--- src/hdl/pprq_pkg.sv ---
// ----------------------------------------------------------------------------
// pprq_pkg
// Shared codes and widths of the process priority ready queue.
// ----------------------------------------------------------------------------
package pprq_pkg;

  localparam int ID_W   = 8;
  localparam int PIN_W  = 8;
  localparam int STAT_W = 2;
  localparam int OCC_W  = 5;

  typedef logic [STAT_W-1:0] status_t;

  // request codes
  localparam logic REQ_INSERT = 1'b0;
  localparam logic REQ_REMOVE = 1'b1;

  // result status codes
  localparam status_t ST_OK    = 2'd0;
  localparam status_t ST_EMPTY = 2'd1;
  localparam status_t ST_FULL  = 2'd2;

endpackage

--- src/hdl/pprq_if.sv ---
// ----------------------------------------------------------------------------
// pprq_in_if / pprq_out_if
// Request and result channels of the ready queue, valid/ready handshake.
// ----------------------------------------------------------------------------
interface pprq_in_if;
  logic                       valid;
  logic                       ready;
  logic                       req_type;
  logic [pprq_pkg::ID_W-1:0]  proc_id;
  logic [pprq_pkg::PIN_W-1:0] proc_priority;

  modport source (output valid, req_type, proc_id, proc_priority, input ready);
  modport sink   (input valid, req_type, proc_id, proc_priority, output ready);
endinterface

interface pprq_out_if;
  logic                        valid;
  logic                        ready;
  logic [pprq_pkg::ID_W-1:0]   out_id;
  logic [pprq_pkg::PIN_W-1:0]  out_priority;
  pprq_pkg::status_t           status;
  logic [pprq_pkg::OCC_W-1:0]  occupancy;

  modport source (output valid, out_id, out_priority, status, occupancy, input ready);
  modport sink   (input valid, out_id, out_priority, status, occupancy, output ready);
endinterface

--- src/hdl/pprq_ram.sv ---
// ----------------------------------------------------------------------------
// pprq_ram
// Entry store: one write port, one read port, registered read data.
// ----------------------------------------------------------------------------
module pprq_ram #(
  parameter int DEPTH = 16,
  parameter int WIDTH = 16
) (
  input  logic                     clk,
  input  logic                     we,
  input  logic [$clog2(DEPTH)-1:0] waddr,
  input  logic [WIDTH-1:0]         wdata,
  input  logic [$clog2(DEPTH)-1:0] raddr,
  output logic [WIDTH-1:0]         rdata
);

  logic [WIDTH-1:0] mem [DEPTH];

  always_ff @(posedge clk) begin
    if (we) begin
      mem[waddr] <= wdata;
    end
  end

  always_ff @(posedge clk) begin
    rdata <= mem[raddr];
  end

endmodule

--- src/hdl/process_priority_ready_queue.sv ---
// ----------------------------------------------------------------------------
// process_priority_ready_queue
// Ready queue of process entries sorted by priority, highest first; equal
// priorities leave in arrival order.
// ----------------------------------------------------------------------------
//  channel  | dir | payload                                  | accepted when
//  in_ch    | in  | req_type, proc_id, proc_priority         | valid && ready
//  out_ch   | out | out_id, out_priority, status, occupancy  | valid && ready
//
// entries live in a circular buffer in one ram; a remove reads the head slot
// and advances the head. an insert walks from the tail toward the head, moving
// each lower-priority entry up one slot, and writes the new entry into the
// slot where it stops. full inserts and empty removes do not touch the ram.
// reset clears state, head, tail, count and the output valid; the ram is not cleared.
// a stalled result waits in the output register; the next request is taken
// meanwhile and its result holds until the register frees.
// ----------------------------------------------------------------------------
module process_priority_ready_queue #(
  parameter int QUEUE_DEPTH = 16,
  parameter int PRIO_BITS   = 8
) (
  input  logic       clk,
  input  logic       rst_n,
  pprq_in_if.sink    in_ch,
  pprq_out_if.source out_ch
);

  localparam int AW = $clog2(QUEUE_DEPTH);
  localparam int CW = $clog2(QUEUE_DEPTH + 1);
  localparam int EW = pprq_pkg::ID_W + PRIO_BITS;
  localparam int OW = pprq_pkg::OCC_W;
  localparam int PIN_EXT = pprq_pkg::PIN_W;

  localparam logic [2:0] S_IDLE  = 3'd0;
  localparam logic [2:0] S_READ  = 3'd1;
  localparam logic [2:0] S_CHECK = 3'd2;
  localparam logic [2:0] S_POP   = 3'd3;
  localparam logic [2:0] S_DONE  = 3'd4;

  logic [2:0]    state_r, state_nxt;
  logic [AW-1:0] head_r, head_nxt;
  logic [AW-1:0] tail_r, tail_nxt;
  logic [CW-1:0] count_r, count_nxt;
  logic [CW-1:0] walk_r, walk_nxt;
  logic [AW-1:0] wptr_r, wptr_nxt;
  logic [AW-1:0] rptr_r, rptr_nxt;

  logic [pprq_pkg::ID_W-1:0] new_id_r, new_id_nxt;
  logic [PRIO_BITS-1:0]      new_prio_r, new_prio_nxt;

  logic [pprq_pkg::ID_W-1:0]  res_id_r, res_id_nxt;
  logic [pprq_pkg::PIN_W-1:0] res_prio_r, res_prio_nxt;
  pprq_pkg::status_t          res_stat_r, res_stat_nxt;
  logic [pprq_pkg::OCC_W-1:0] res_occ_r, res_occ_nxt;

  logic                       out_valid_r, out_valid_nxt;
  logic [pprq_pkg::ID_W-1:0]  out_id_r, out_id_nxt;
  logic [pprq_pkg::PIN_W-1:0] out_prio_r, out_prio_nxt;
  pprq_pkg::status_t          out_stat_r, out_stat_nxt;
  logic [pprq_pkg::OCC_W-1:0] out_occ_r, out_occ_nxt;

  logic          ram_we;
  logic [AW-1:0] ram_waddr;
  logic [EW-1:0] ram_wdata;
  logic [AW-1:0] ram_raddr;
  logic [EW-1:0] ram_rdata;

  logic [pprq_pkg::ID_W-1:0]        rd_id;
  logic [PRIO_BITS-1:0]             rd_prio;
  logic [PRIO_BITS+PIN_EXT-1:0]     prio_in_ext;
  logic [PRIO_BITS+PIN_EXT-1:0]     prio_out_ext;
  logic [CW:0]                      count_inc;
  logic [CW:0]                      count_dec;

  function automatic logic [AW-1:0] ptr_inc(input logic [AW-1:0] p);
    ptr_inc = (p == AW'(QUEUE_DEPTH - 1)) ? '0 : p + 1'b1;
  endfunction

  function automatic logic [AW-1:0] ptr_dec(input logic [AW-1:0] p);
    ptr_dec = (p == '0) ? AW'(QUEUE_DEPTH - 1) : p - 1'b1;
  endfunction

  pprq_ram #(
    .DEPTH (QUEUE_DEPTH),
    .WIDTH (EW)
  ) u_ram (
    .clk   (clk),
    .we    (ram_we),
    .waddr (ram_waddr),
    .wdata (ram_wdata),
    .raddr (ram_raddr),
    .rdata (ram_rdata)
  );

  assign rd_id   = ram_rdata[EW-1 -: pprq_pkg::ID_W];
  assign rd_prio = ram_rdata[PRIO_BITS-1:0];

  // priority cut or widened to the stored width, and back to 8 bits
  assign prio_in_ext  = {{PRIO_BITS{1'b0}}, in_ch.proc_priority};
  assign prio_out_ext = {{PIN_EXT{1'b0}}, rd_prio};

  assign count_inc = {1'b0, count_r} + 1'b1;
  assign count_dec = {1'b0, count_r} - 1'b1;

  assign in_ch.ready = (state_r == S_IDLE);

  assign out_ch.valid        = out_valid_r;
  assign out_ch.out_id       = out_id_r;
  assign out_ch.out_priority = out_prio_r;
  assign out_ch.status       = out_stat_r;
  assign out_ch.occupancy    = out_occ_r;

  always_comb begin
    state_nxt     = state_r;
    head_nxt      = head_r;
    tail_nxt      = tail_r;
    count_nxt     = count_r;
    walk_nxt      = walk_r;
    wptr_nxt      = wptr_r;
    rptr_nxt      = rptr_r;
    new_id_nxt    = new_id_r;
    new_prio_nxt  = new_prio_r;
    res_id_nxt    = res_id_r;
    res_prio_nxt  = res_prio_r;
    res_stat_nxt  = res_stat_r;
    res_occ_nxt   = res_occ_r;
    out_valid_nxt = out_valid_r;
    out_id_nxt    = out_id_r;
    out_prio_nxt  = out_prio_r;
    out_stat_nxt  = out_stat_r;
    out_occ_nxt   = out_occ_r;
    ram_we        = 1'b0;
    ram_waddr     = wptr_r;
    ram_wdata     = {new_id_r, new_prio_r};
    ram_raddr     = rptr_r;

    if (out_valid_r && out_ch.ready) begin
      out_valid_nxt = 1'b0;
    end

    unique case (state_r)
      S_IDLE: begin
        if (in_ch.valid) begin
          new_id_nxt   = in_ch.proc_id;
          new_prio_nxt = prio_in_ext[PRIO_BITS-1:0];
          res_id_nxt   = '0;
          res_prio_nxt = '0;
          res_occ_nxt  = OW'(count_r);
          if (in_ch.req_type == pprq_pkg::REQ_INSERT) begin
            if (count_r >= CW'(QUEUE_DEPTH)) begin
              res_stat_nxt = pprq_pkg::ST_FULL;
              state_nxt    = S_DONE;
            end else begin
              walk_nxt  = count_r;
              wptr_nxt  = tail_r;
              rptr_nxt  = ptr_dec(tail_r);
              state_nxt = S_READ;
            end
          end else begin
            if (count_r == '0) begin
              res_stat_nxt = pprq_pkg::ST_EMPTY;
              state_nxt    = S_DONE;
            end else begin
              ram_raddr = head_r;
              state_nxt = S_POP;
            end
          end
        end
      end

      S_READ: begin
        if (walk_r == '0) begin
          // reached the head: new entry goes in front
          ram_we       = 1'b1;
          tail_nxt     = ptr_inc(tail_r);
          count_nxt    = count_inc[CW-1:0];
          res_stat_nxt = pprq_pkg::ST_OK;
          res_occ_nxt  = OW'(count_inc);
          state_nxt    = S_DONE;
        end else begin
          ram_raddr = rptr_r;
          state_nxt = S_CHECK;
        end
      end

      S_CHECK: begin
        ram_we = 1'b1;
        if (rd_prio >= new_prio_r) begin
          tail_nxt     = ptr_inc(tail_r);
          count_nxt    = count_inc[CW-1:0];
          res_stat_nxt = pprq_pkg::ST_OK;
          res_occ_nxt  = OW'(count_inc);
          state_nxt    = S_DONE;
        end else begin
          // move the lower-priority entry up one slot
          ram_wdata = ram_rdata;
          wptr_nxt  = rptr_r;
          rptr_nxt  = ptr_dec(rptr_r);
          walk_nxt  = walk_r - 1'b1;
          state_nxt = S_READ;
        end
      end

      S_POP: begin
        res_id_nxt   = rd_id;
        res_prio_nxt = prio_out_ext[pprq_pkg::PIN_W-1:0];
        res_stat_nxt = pprq_pkg::ST_OK;
        res_occ_nxt  = OW'(count_dec);
        head_nxt     = ptr_inc(head_r);
        count_nxt    = count_dec[CW-1:0];
        state_nxt    = S_DONE;
      end

      S_DONE: begin
        if (!out_valid_r || out_ch.ready) begin
          out_valid_nxt = 1'b1;
          out_id_nxt    = res_id_r;
          out_prio_nxt  = res_prio_r;
          out_stat_nxt  = res_stat_r;
          out_occ_nxt   = res_occ_r;
          state_nxt     = S_IDLE;
        end
      end

      default: begin
        state_nxt = S_IDLE;
      end
    endcase
  end

  always_ff @(posedge clk) begin
    if (!rst_n) begin
      state_r     <= S_IDLE;
      head_r      <= '0;
      tail_r      <= '0;
      count_r     <= '0;
      out_valid_r <= 1'b0;
    end else begin
      state_r     <= state_nxt;
      head_r      <= head_nxt;
      tail_r      <= tail_nxt;
      count_r     <= count_nxt;
      out_valid_r <= out_valid_nxt;
    end
  end

  always_ff @(posedge clk) begin
    walk_r     <= walk_nxt;
    wptr_r     <= wptr_nxt;
    rptr_r     <= rptr_nxt;
    new_id_r   <= new_id_nxt;
    new_prio_r <= new_prio_nxt;
    res_id_r   <= res_id_nxt;
    res_prio_r <= res_prio_nxt;
    res_stat_r <= res_stat_nxt;
    res_occ_r  <= res_occ_nxt;
    out_id_r   <= out_id_nxt;
    out_prio_r <= out_prio_nxt;
    out_stat_r <= out_stat_nxt;
    out_occ_r  <= out_occ_nxt;
  end

endmodule

--- src/flat_wrapper.sv ---
// flat-port wrapper written by rule: the top's interface ports become plain ports
module process_priority_ready_queue_flat 
#(
  parameter int QUEUE_DEPTH = 16,
  parameter int PRIO_BITS   = 8
)
  (clk, rst_n, in_ch_valid, in_ch_req_type, in_ch_proc_id, in_ch_proc_priority, in_ch_ready, out_ch_valid, out_ch_out_id, out_ch_out_priority, out_ch_status, out_ch_occupancy, out_ch_ready);
  pprq_in_if in_ch_i ();
  pprq_out_if out_ch_i ();
  input  logic clk;
  input  logic rst_n;
  input wire logic [$bits(in_ch_i.valid)-1:0] in_ch_valid;
  input wire logic [$bits(in_ch_i.req_type)-1:0] in_ch_req_type;
  input wire logic [$bits(in_ch_i.proc_id)-1:0] in_ch_proc_id;
  input wire logic [$bits(in_ch_i.proc_priority)-1:0] in_ch_proc_priority;
  output wire logic [$bits(in_ch_i.ready)-1:0] in_ch_ready;
  output wire logic [$bits(out_ch_i.valid)-1:0] out_ch_valid;
  output wire logic [$bits(out_ch_i.out_id)-1:0] out_ch_out_id;
  output wire logic [$bits(out_ch_i.out_priority)-1:0] out_ch_out_priority;
  output wire logic [$bits(out_ch_i.status)-1:0] out_ch_status;
  output wire logic [$bits(out_ch_i.occupancy)-1:0] out_ch_occupancy;
  input wire logic [$bits(out_ch_i.ready)-1:0] out_ch_ready;
  assign in_ch_i.valid = in_ch_valid;
  assign in_ch_i.req_type = in_ch_req_type;
  assign in_ch_i.proc_id = in_ch_proc_id;
  assign in_ch_i.proc_priority = in_ch_proc_priority;
  assign in_ch_ready = in_ch_i.ready;
  assign out_ch_valid = out_ch_i.valid;
  assign out_ch_out_id = out_ch_i.out_id;
  assign out_ch_out_priority = out_ch_i.out_priority;
  assign out_ch_status = out_ch_i.status;
  assign out_ch_occupancy = out_ch_i.occupancy;
  assign out_ch_i.ready = out_ch_ready;
  process_priority_ready_queue #(.QUEUE_DEPTH(QUEUE_DEPTH), .PRIO_BITS(PRIO_BITS)) u_core (.clk(clk), .rst_n(rst_n), .in_ch(in_ch_i), .out_ch(out_ch_i));
endmodule
--- config.mk ---
export PLATFORM = sky130hd
export DESIGN_NAME = process_priority_ready_queue_flat
export DESIGN_NICKNAME = d
export VERILOG_FILES = /design/src/hdl/pprq_pkg.sv /design/src/hdl/pprq_if.sv /design/src/hdl/pprq_ram.sv /design/src/hdl/process_priority_ready_queue.sv /design/src/flat_wrapper.sv
export SDC_FILE = /design/constraint.sdc
export NUM_CORES = 1
export LEC_CHECK = 0
export BUFFER_PORTS_ARGS = -buffer_cell sky130_fd_sc_hd__buf_2
export CAP_MARGIN = 25
export CORE_ASPECT_RATIO = 0.5
export CORE_MARGIN = 3
export CORE_UTILIZATION = 45
export DETAILED_ROUTE_END_ITERATION = 7
export PLACE_DENSITY = 0.66
export SYNTH_ARGS = -nofsm -noshare
export SYNTH_HDL_FRONTEND = slang
export SYNTH_HIERARCHICAL = 1
export SYNTH_SLANG_ARGS = --single-unit
--- constraint.sdc ---
create_clock -name clk -period 4 [get_ports clk]
set_input_delay 0.2 -clock clk [delete_from_list [all_inputs] [get_ports clk]]
set_output_delay 0.2 -clock clk [all_outputs]
set_load 0.01 [all_outputs]
==> metrics, run 1 <==
status finished, final reports clean; top_reg_cell synth edfxtp_1; I/O pin count 46; Synth area leaders edfxtp_1 69%, mux4_2 8.4%, dfxtp_1 4.6%; post_cts resized 0; Post-synth EDFFs 331; period utilization 0.787; setup TNS 0 ns; Lkg Pwr 0.00573 uW; Startpoint Class flip-flop; Reg clk slew, reported paths 0.07 ns; Clock Tree Buf Depth 3; syn avg cell area 18.4 sq um; pwr dens 628 nW/um^2; register area share after synthesis 0.735; Clock Skews 0.0158 ns; share of flip-flops with an asynchronous set or reset 0; Core Box Area 31000 sq um; CP max FO 25; Syn Std Cell Area 14400 sq um; Port Buffers 45; largest net degree at the start of global routing 27; DR vias 7389; area share of the largest cell type after synthesis 0.689; Worst VDD drop 0.000290 V; Iter 0 DRT Violations 709; root buffer cell clkbuf_16; Syn Nets 822; chip height 133 um; Gate Count Post-Synth 783; cell repeated most along the worst path nand2_1; total wire length 30.4 mm; total track usage 0.182; Relative slew margins 0.281; Worst-Skew Late Latency 0.51 ns; Clock Sink Count 364; area delta synth->final 14.4%; critical path, cell by cell nor3_2 > and2_1 > nand2_1 > mux2_2 > buf_4 > mux4_2 > a22oi_1 > nand2_1; placed inst area 15300 sq um; Hold Buf Count CTS 16; H-tree levels 2; Final Max Tran Viols 0; setup violators final 0; CP arrival 3.54 ns; row count 45; most frequent cells after synthesis 331 x edfxtp_1, 58 x nand2_1, 54 x mux4_2, 34 x a22oi_1, 33 x dfxtp_1; DR vias/cell 5.59; Synth cell types 56; share of layout cells above drive strength 1 0.234; Slew @ Worst Pin 1.08 ns; final hold violation count 0; Hold Path Class primary input to flip-flop; YS warnings 6; fin nets 913; first-pass GRT wire length 46.5 mm; number of synthesized register bits 364; Initial Util 0.466; Post-Layout Inst Area 16500 sq um; biggest area consumer among synthesized cells edfxtp_1; ANT nets after route 0; most common cell in the synthesized netlist edfxtp_1; slowest stage cell, crit path mux2_2; Setup crit end kind flip-flop; initial antenna violation count 0; gr ovfl total 0; DP HPWL 18.4 mm; DIE AREA 34400 sq um; Post-route DRC 0; min Tclk post-route 3.15 ns; Post-CTS Repair Setup Buffers 0; DRT Pass-1 Iters 5; vias in the first global route 7431; post-DR wirelength/cell 23.0 um; cts bufs inserted 34; Slowest Stage Delay on Critical Path 0.75 ns; # diodes 0; CTS tree yes; Filler cells 2412; worst path required time 4.40 ns; chip width 259 um; GP Congestion 0.766; Setup Crit Path Kind flip-flop to flip-flop; Max Freq 318 MHz; max-cap violations 0; RSZ-0062 raised after global routing no
-- worst max-delay path, delay by kind of cell, from the launching register on --
| kind | cells | cell delay [ns] |
|---|---|---|
| AO/OA/AOI/OAI | 1 | 0.20 |
| flip-flops | 1 | 0.49 |
| AND/OR/NAND/NOR | 4 | 0.86 |
| buffers and inverters | 1 | 0.38 |
| multiplexers | 2 | 1.09 |
-- cells in the final DEF, fill, tap and decap left out, drive strengths merged, types with 3 or more instances in the layout --
cell type / instances
nand3b: 3
buf: 74
a22oi: 34
mux2: 20
xor2: 4
dfxtp: 33
inv: 18
mux2i: 7
nand3: 9
a21oi: 9
ha: 18
clkbuf: 50
nand2: 59
nor2: 31
and3: 4
a31oi: 4
mux4: 64
dlygate4sd3: 16
and2: 19
nand2b: 10
o21ai: 14
nor3: 10
nor2b: 8
edfxtp: 331
clkinv: 9
xnor2: 8
a21o: 3
-- per-stage QoR --
step	cells	utilization	worst slack, ns	hold WS (ns)	total power [uW]
floorplan	783	-	0.912	0.299	6660
global placement	1244	0.493	0.934	0.376	7310
detailed placement	1244	0.493	0.861	0.379	7350
CTS	1321	0.532	0.859	0.0295	10400
global route	1322	0.533	0.537	0.0620	10800
finish	1322	0.533	0.853	0.0470	10400
-- logic make-up (layout without fill, tap and decap cells) --
logic type | after synthesis | after routing | synth area share
simple gates | 165 | 165 | 0.0577
compound gates | 80 | 80 | 0.0397
fa+ha+maj | 18 | 18 | 0.0156
flops | 364 | 364 | 0.735
xor+xnor | 12 | 12 | 0.00728
buf+inv | 53 | 169 | 0.0187
mux | 91 | 91 | 0.126
-- worst paths after layout --
check,from,end,slack (ns),depth (start not counted)
max,u_core/state_r[2]$_SDFFE_PN0P_,u_core/u_ram/rdata[3]$_DFF_P_,0.85,8
max reg2reg,u_core/state_r[2]$_SDFFE_PN0P_,u_core/u_ram/rdata[3]$_DFF_P_,0.85,8
min reg2reg,u_core/res_prio_r[7]$_SDFFCE_PN0P_,u_core/out_ch.out_priority[7]$_DFFE_PP_,0.42,0
min,out_ch_ready,u_core/out_ch.valid$_SDFF_PN0_,0.05,3
-- sequential cells by signal, indices dropped and copies added (netlist names), 5 cells and up --
name                        cells
u_core/res_id_r                 8
u_core/res_prio_r               8
u_core/out_ch.out_id            8
u_core/new_id_r                 8
u_core/count_r                  5
u_core/u_ram/mem              256
u_core/out_ch.out_priority      8
u_core/new_prio_r               8
u_core/res_occ_r                5
u_core/u_ram/rdata             16
u_core/walk_r                   5
u_core/out_ch.occupancy         5
-- layer usage --
| metal | GRT usage | part of all wire | vias to the layer above |
|---|---|---|---|
| met1 | 0.265 | 0.45 | 3856 |
| met3 | 0.0377 | 0.065 | 36 |
| met4 | 0.0416 | 0.016 | 0 |
| met2 | 0.286 | 0.47 | 215 |
| li1 | - | - | 3282 |
| met5 | 0 | 0 | - |
-- power breakdown --
group	switching (uW)	internal [uW]	leakage [uW]	total [uW]
clock	1320	1740	0.000508	3060
sequential	320	4930	0.00328	5250
combinational	1220	837	0.00194	2060
-- layout make-up --
| class | count | area [sq um] | share of cell area |
|---|---|---|---|
| Multi-Input combinational cell | 366 | 3580 | 0.217 |
| Sequential cell | 364 | 10600 | 0.642 |
| Tap cell | 423 | 529 | 0.0321 |
| Timing Repair Buffer | 91 | 678 | 0.0411 |
| Clock buffer | 49 | 958 | 0.0581 |
| Clock inverter | 12 | 85.1 | 0.00516 |
| Inverter | 17 | 63.8 | 0.00387 |
No activity file was read; power rests on OpenSTA's default activity.
==> run 2: changes to the inputs <==
Settings changed: PLACE_DENSITY 0.66 to 0.68.
Clock period 4 ns to 2.8 ns, I/O delays scaled along.
==> metrics, run 2 (synthesis results as in run 1) <==
gr ovfl total 0; max-cap violations 0; CP max FO 16; period utilization 0.949; Core Box Area 31000 sq um; Slowest Stage Delay on Critical Path 0.53 ns; total wire length 32.2 mm; worst r2r src u_core/walk_r[0]$_DFFE_PP_; post-DR wirelength/cell 23.7 um; Slew @ Worst Pin 0.707 ns; Worst VDD drop 0.000510 V; most frequent cells in the layout 331 x edfxtp_1, 57 x nand2_1, 54 x mux4_2, 45 x buf_2, 40 x buf_4; cts bufs inserted 34; Flop pwr share 0.490; Worst-Skew Late Latency 0.53 ns; chip height 133 um; setup violators final 0; DIE AREA 34400 sq um; Final Max Tran Viols 0; clock share of power 0.291; Endpoint, Worst Hold u_core/tail_r[0]$_SDFFE_PN0P_; Startpoint Class flip-flop; min Tclk post-route 2.66 ns; Final Worst Setup Slack 0.144 ns; Max Freq 376 MHz; GP Congestion 0.835; setup TNS 0 ns; power share of the combinational group 0.219; row count 45; Setup Crit Path Kind flip-flop to flip-flop; root buffer cell clkbuf_16; share of layout cells above drive strength 1 0.268; Int Pwr 10900 uW; Setup crit end kind flip-flop; flop-to-flop setup slack 0.14 ns; Port Buffers 45; most common cell after layout, fill and taps aside edfxtp_1; first-pass GRT wire length 48.1 mm; cell repeated most along the worst path nand2_1; # diodes 0; slowest stage cell, crit path or3b_2; Reg clk slew, reported paths 0.06 ns; I/O pin count 46; DR vias 7659; Iter 0 DRT Violations 727; Clock Tree Buf Depth 3; Initial Util 0.466; worst path required time 3.02 ns; Clock Sink Count 364; ANT nets after route 0; placed instance count 1267; Hold Path Class primary input to flip-flop; CP arrival 2.87 ns; top flop regs u_core/u_ram/mem (256), u_core/u_ram/rdata (16); RSZ-0062 raised after global routing no; CTS tree yes; r2r endpoint u_core/u_ram/mem[0][6]$_DFFE_PP_; switching power 4280 uW; Clock Skews 0.0149 ns; area delta synth->final 17.7%; fin nets 945; chip width 259 um; DRT Pass-1 Iters 4; Largest Register u_core/u_ram/mem; Sw Ratio 0.282; Largest register FFs 256; vias in the first global route 7718; hold depth 3; critical path, cell by cell inv_1 > ha_1 > nor4b_1 > nand2_1 > nand2_1 > or3b_2 > nor3_2 > buf_12; final std cells w/o fill 1355; dpl ws 0.0399 ns; pwr dens 894 nW/um^2; Hold Startpoint rst_n; Relative slew margins 0.525; largest net degree at the start of global routing 32; status finished, final reports clean; DR vias/cell 5.65; initial antenna violation count 1; total track usage 0.191; DP HPWL 19.2 mm; Post-route DRC 0; cells on worst reg2reg path 8; total power 15200 uW; H-tree levels 2; Lkg Pwr 0.00596 uW; final hold violation count 0
## run 2: cell types whose count changed in the layout (fill, tap and decap cells not counted), moves of 2 or more
| cell | previous run | this run |
|---|---|---|
| inv_6 | 1 | 3 |
| dlygate4sd3_1 | 16 | 18 |
| buf_4 | 25 | 40 |
| nor2_1 | 28 | 23 |
| clkbuf_8 | 3 | 1 |
| buf_12 | 4 | 18 |
| nor2_2 | 3 | 8 |
## run 2: worst max path at each step
stage	from	to	slack (ns)	depth (start not counted)
final	u_core/walk_r[0]$_DFFE_PP_	u_core/u_ram/mem[0][6]$_DFFE_PP_	0.14	8
after global routing	u_core/walk_r[0]$_DFFE_PP_	u_core/u_ram/mem[0][6]$_DFFE_PP_	0.004	8
after CTS	u_core/count_r[0]$_SDFFE_PN0P_	u_core/u_ram/rdata[3]$_DFF_P_	0.01	10
after detailed placement	u_core/count_r[0]$_SDFFE_PN0P_	u_core/u_ram/rdata[3]$_DFF_P_	0.04	10
after global placement	u_core/count_r[0]$_SDFFE_PN0P_	u_core/u_ram/rdata[9]$_DFF_P_	0.13	10
after floorplan	u_core/walk_r[0]$_DFFE_PP_	u_core/u_ram/mem[8][0]$_DFFE_PP_	0.06	7
## run 2: per-layer routing
layer  routed length, um  GRT usage  vias up
li1                    -          -     3343
met1               13000      0.261     3935
met2               15400      0.306      325
met3                2800     0.0442       56
met4                 924     0.0656        0
met5                   0          0        -
## run 2: final cells by class
cell class                 instances  area [sq um]
inverter                          17          63.8
tap                              423           529
clock inverter                    16           153
clock buffer                      46           906
sequential                       364         10600
fill                            2335         14000
multi-input combinational        366          3610
timing repair buffer             123          1120
## run 2: timing repair
item / in CTS / in global routing
setup buffers: 0 / 7
setup endpoints to repair: 0 / 16
hold endpoints to repair: 19 / 0
hold buffers: 18 / 0
gates resized for setup: 0 / 4
## run 2: stage by stage
stage	utilization	hold slack (ns)	area, sq um
after global routing	0.548	0.0870	17000
after global placement	0.505	0.317	15600
after detailed placement	0.505	0.318	15600
after floorplan	-	0.239	14400
final	0.548	0.0692	17000
after CTS	0.545	0.0434	16900
## run 2: worst max-delay path: cells and delay by family (launching register included)
family / cells / cell delay (ns)
adders and majority gates: 1 / 0.15
buffers and inverters: 2 / 0.35
DFF: 1 / 0.39
and+or+nand+nor: 5 / 1.44
## run 2: power by group through the flow
stage | combinational (uW) | clock [uW] | sequential [uW]
floorplan | 2130 | 0 | 7390
global placement | 3130 | 0 | 7530
detailed placement | 3220 | 0 | 7550
CTS | 3260 | 4510 | 7440
global route | 3630 | 4740 | 7490
finish | 3330 | 4410 | 7440
==> run 3: changes to the inputs <==
Settings changed: BUFFER_PORTS_ARGS -buffer_cell sky130_fd_sc_hd__buf_2 to unset, DONT_BUFFER_PORTS set to 1, PLACE_DENSITY 0.68 to 0.67.
==> metrics, run 3 (synthesis results as in run 1) <==
status finished, final reports clean; Port Buffers 0; wl on met1 13.9 mm; DR vias 7528; Final Max Tran Viols 0; RSZ-0062 raised after global routing yes; CP arrival 3.11 ns; share of layout cells above drive strength 1 0.234; total wire length 31.6 mm; H-tree levels 2; Slew @ Worst Pin 0.845 ns; final std cells w/o fill 1324; Slowest Stage Delay on Critical Path 0.53 ns; max layer used met4; DIE AREA 34400 sq um; Post-route DRC 0; final hold violation count 0; Worst-Skew Late Latency 0.52 ns; min Tclk post-route 2.71 ns; CP max FO 5; Hold Path Class primary input to flip-flop; placed instance count 1234; Worst VDD drop 0.000526 V; # diodes 0; max-cap violations 0; most frequent cells in the layout 331 x edfxtp_1, 59 x buf_4, 57 x nand2_1, 54 x mux4_2; chip height 133 um; Largest register FFs 256; pwr dens 897 nW/um^2; root buffer cell clkbuf_16; Lkg Pwr 0.00581 uW; chip width 259 um; DR vias/cell 5.69; CP bufs+invs 2; fin nets 915; Iter 0 DRT Violations 659; row count 45; ANT nets after route 0; DR WL met2 14.4 mm; top flop regs u_core/u_ram/mem (256), u_core/u_ram/rdata (16); slowest stage cell, crit path mux4_1; I/O pin count 46; area delta synth->final 15.8%; Core Box Area 31000 sq um; DR WL met3 2.64 mm; Max Freq 368 MHz; dpl ws 0.0233 ns; setup TNS 0 ns; Initial Util 0.466; Setup Crit Path Kind flip-flop to flip-flop; worst path required time 3.20 ns; Clock Sink Count 364; first-pass GRT wire length 47.4 mm; setup violators final 0; Reg clk slew, reported paths 0.06 ns; GP Congestion 0.783; Clock Skews 0.0144 ns; Final Worst Setup Slack 0.0857 ns; CP delay by family, top multiplexers; total power 15000 uW; period utilization 0.969; gr ovfl total 0; Relative slew margins 0.435; Largest Register u_core/u_ram/mem; most common cell after layout, fill and taps aside edfxtp_1; Setup crit end kind flip-flop; critical path, cell by cell inv_1 > ha_1 > nor4b_2 > nor2b_1 > nand2_2 > mux2_2 > buf_4 > mux4_1 > a22oi_1 > nand2_1; final hold slack 0.115 ns; Startpoint Class flip-flop; largest net degree at the start of global routing 41; cts bufs inserted 34; initial antenna violation count 0; total track usage 0.187; DP HPWL 19.1 mm; vias in the first global route 7447; DRT Pass-1 Iters 5; CTS tree yes; post-DR wirelength/cell 23.8 um; Clock Tree Buf Depth 3
-- run 3: report_power, final --
group          total, uW  leakage, uW  switching, uW  internal (uW)
sequential          7500      0.00328            451           7050
combinational       3170      0.00202           1860           1310
clock               4320     0.000505           1910           2410
-- run 3: per-stage QoR --
step	area, sq um	util
detailed placement	15400	0.497
floorplan	14400	-
finish	16700	0.540
CTS	16600	0.537
global route	16700	0.540
global placement	15400	0.497
-- run 3: what timing repair did --
item                                    in CTS  in global routing
hold buffers                                21                  0
endpoints found under the setup margin       0                 16
hold endpoints to repair                    35                  0
resized for setup                            0                  6
buffers inserted                             0                  7
-- run 3: final cells by class --
cell class,instances,area [sq um]
Multi-Input combinational cell,367,3610
Clock inverter,15,115
Timing Repair Buffer,92,880
Clock buffer,46,916
Sequential cell,364,10600
Tap cell,423,529
Fill cell,2389,14300
Inverter,17,63.8
-- run 3: tightest hold or removal path, stage by stage --
cell and delay (ns):
nand2_1 0.04, a21oi_1 0.06, and3_1 0.21
-- run 3: final timing paths --
path,start,endpoint,slack (ns),cells after the start
max,u_core/count_r[0]$_SDFFE_PN0P_,u_core/u_ram/rdata[4]$_DFF_P_,0.09,10
min,in_ch_valid,u_core/res_stat_r[0]$_SDFFCE_PN0P_,0.12,3
max reg2reg,u_core/count_r[0]$_SDFFE_PN0P_,u_core/u_ram/rdata[4]$_DFF_P_,0.09,10
min reg2reg,u_core/res_id_r[2]$_SDFFCE_PN0P_,u_core/out_ch.out_id[2]$_DFFE_PP_,0.41,0
-- run 3: metal layers --
| layer | track usage | up-vias |
|---|---|---|
| li1 | - | 3290 |
| met1 | 0.276 | 3855 |
| met2 | 0.284 | 323 |
| met3 | 0.0367 | 60 |
| met4 | 0.0569 | 0 |
| met5 | 0 | - |
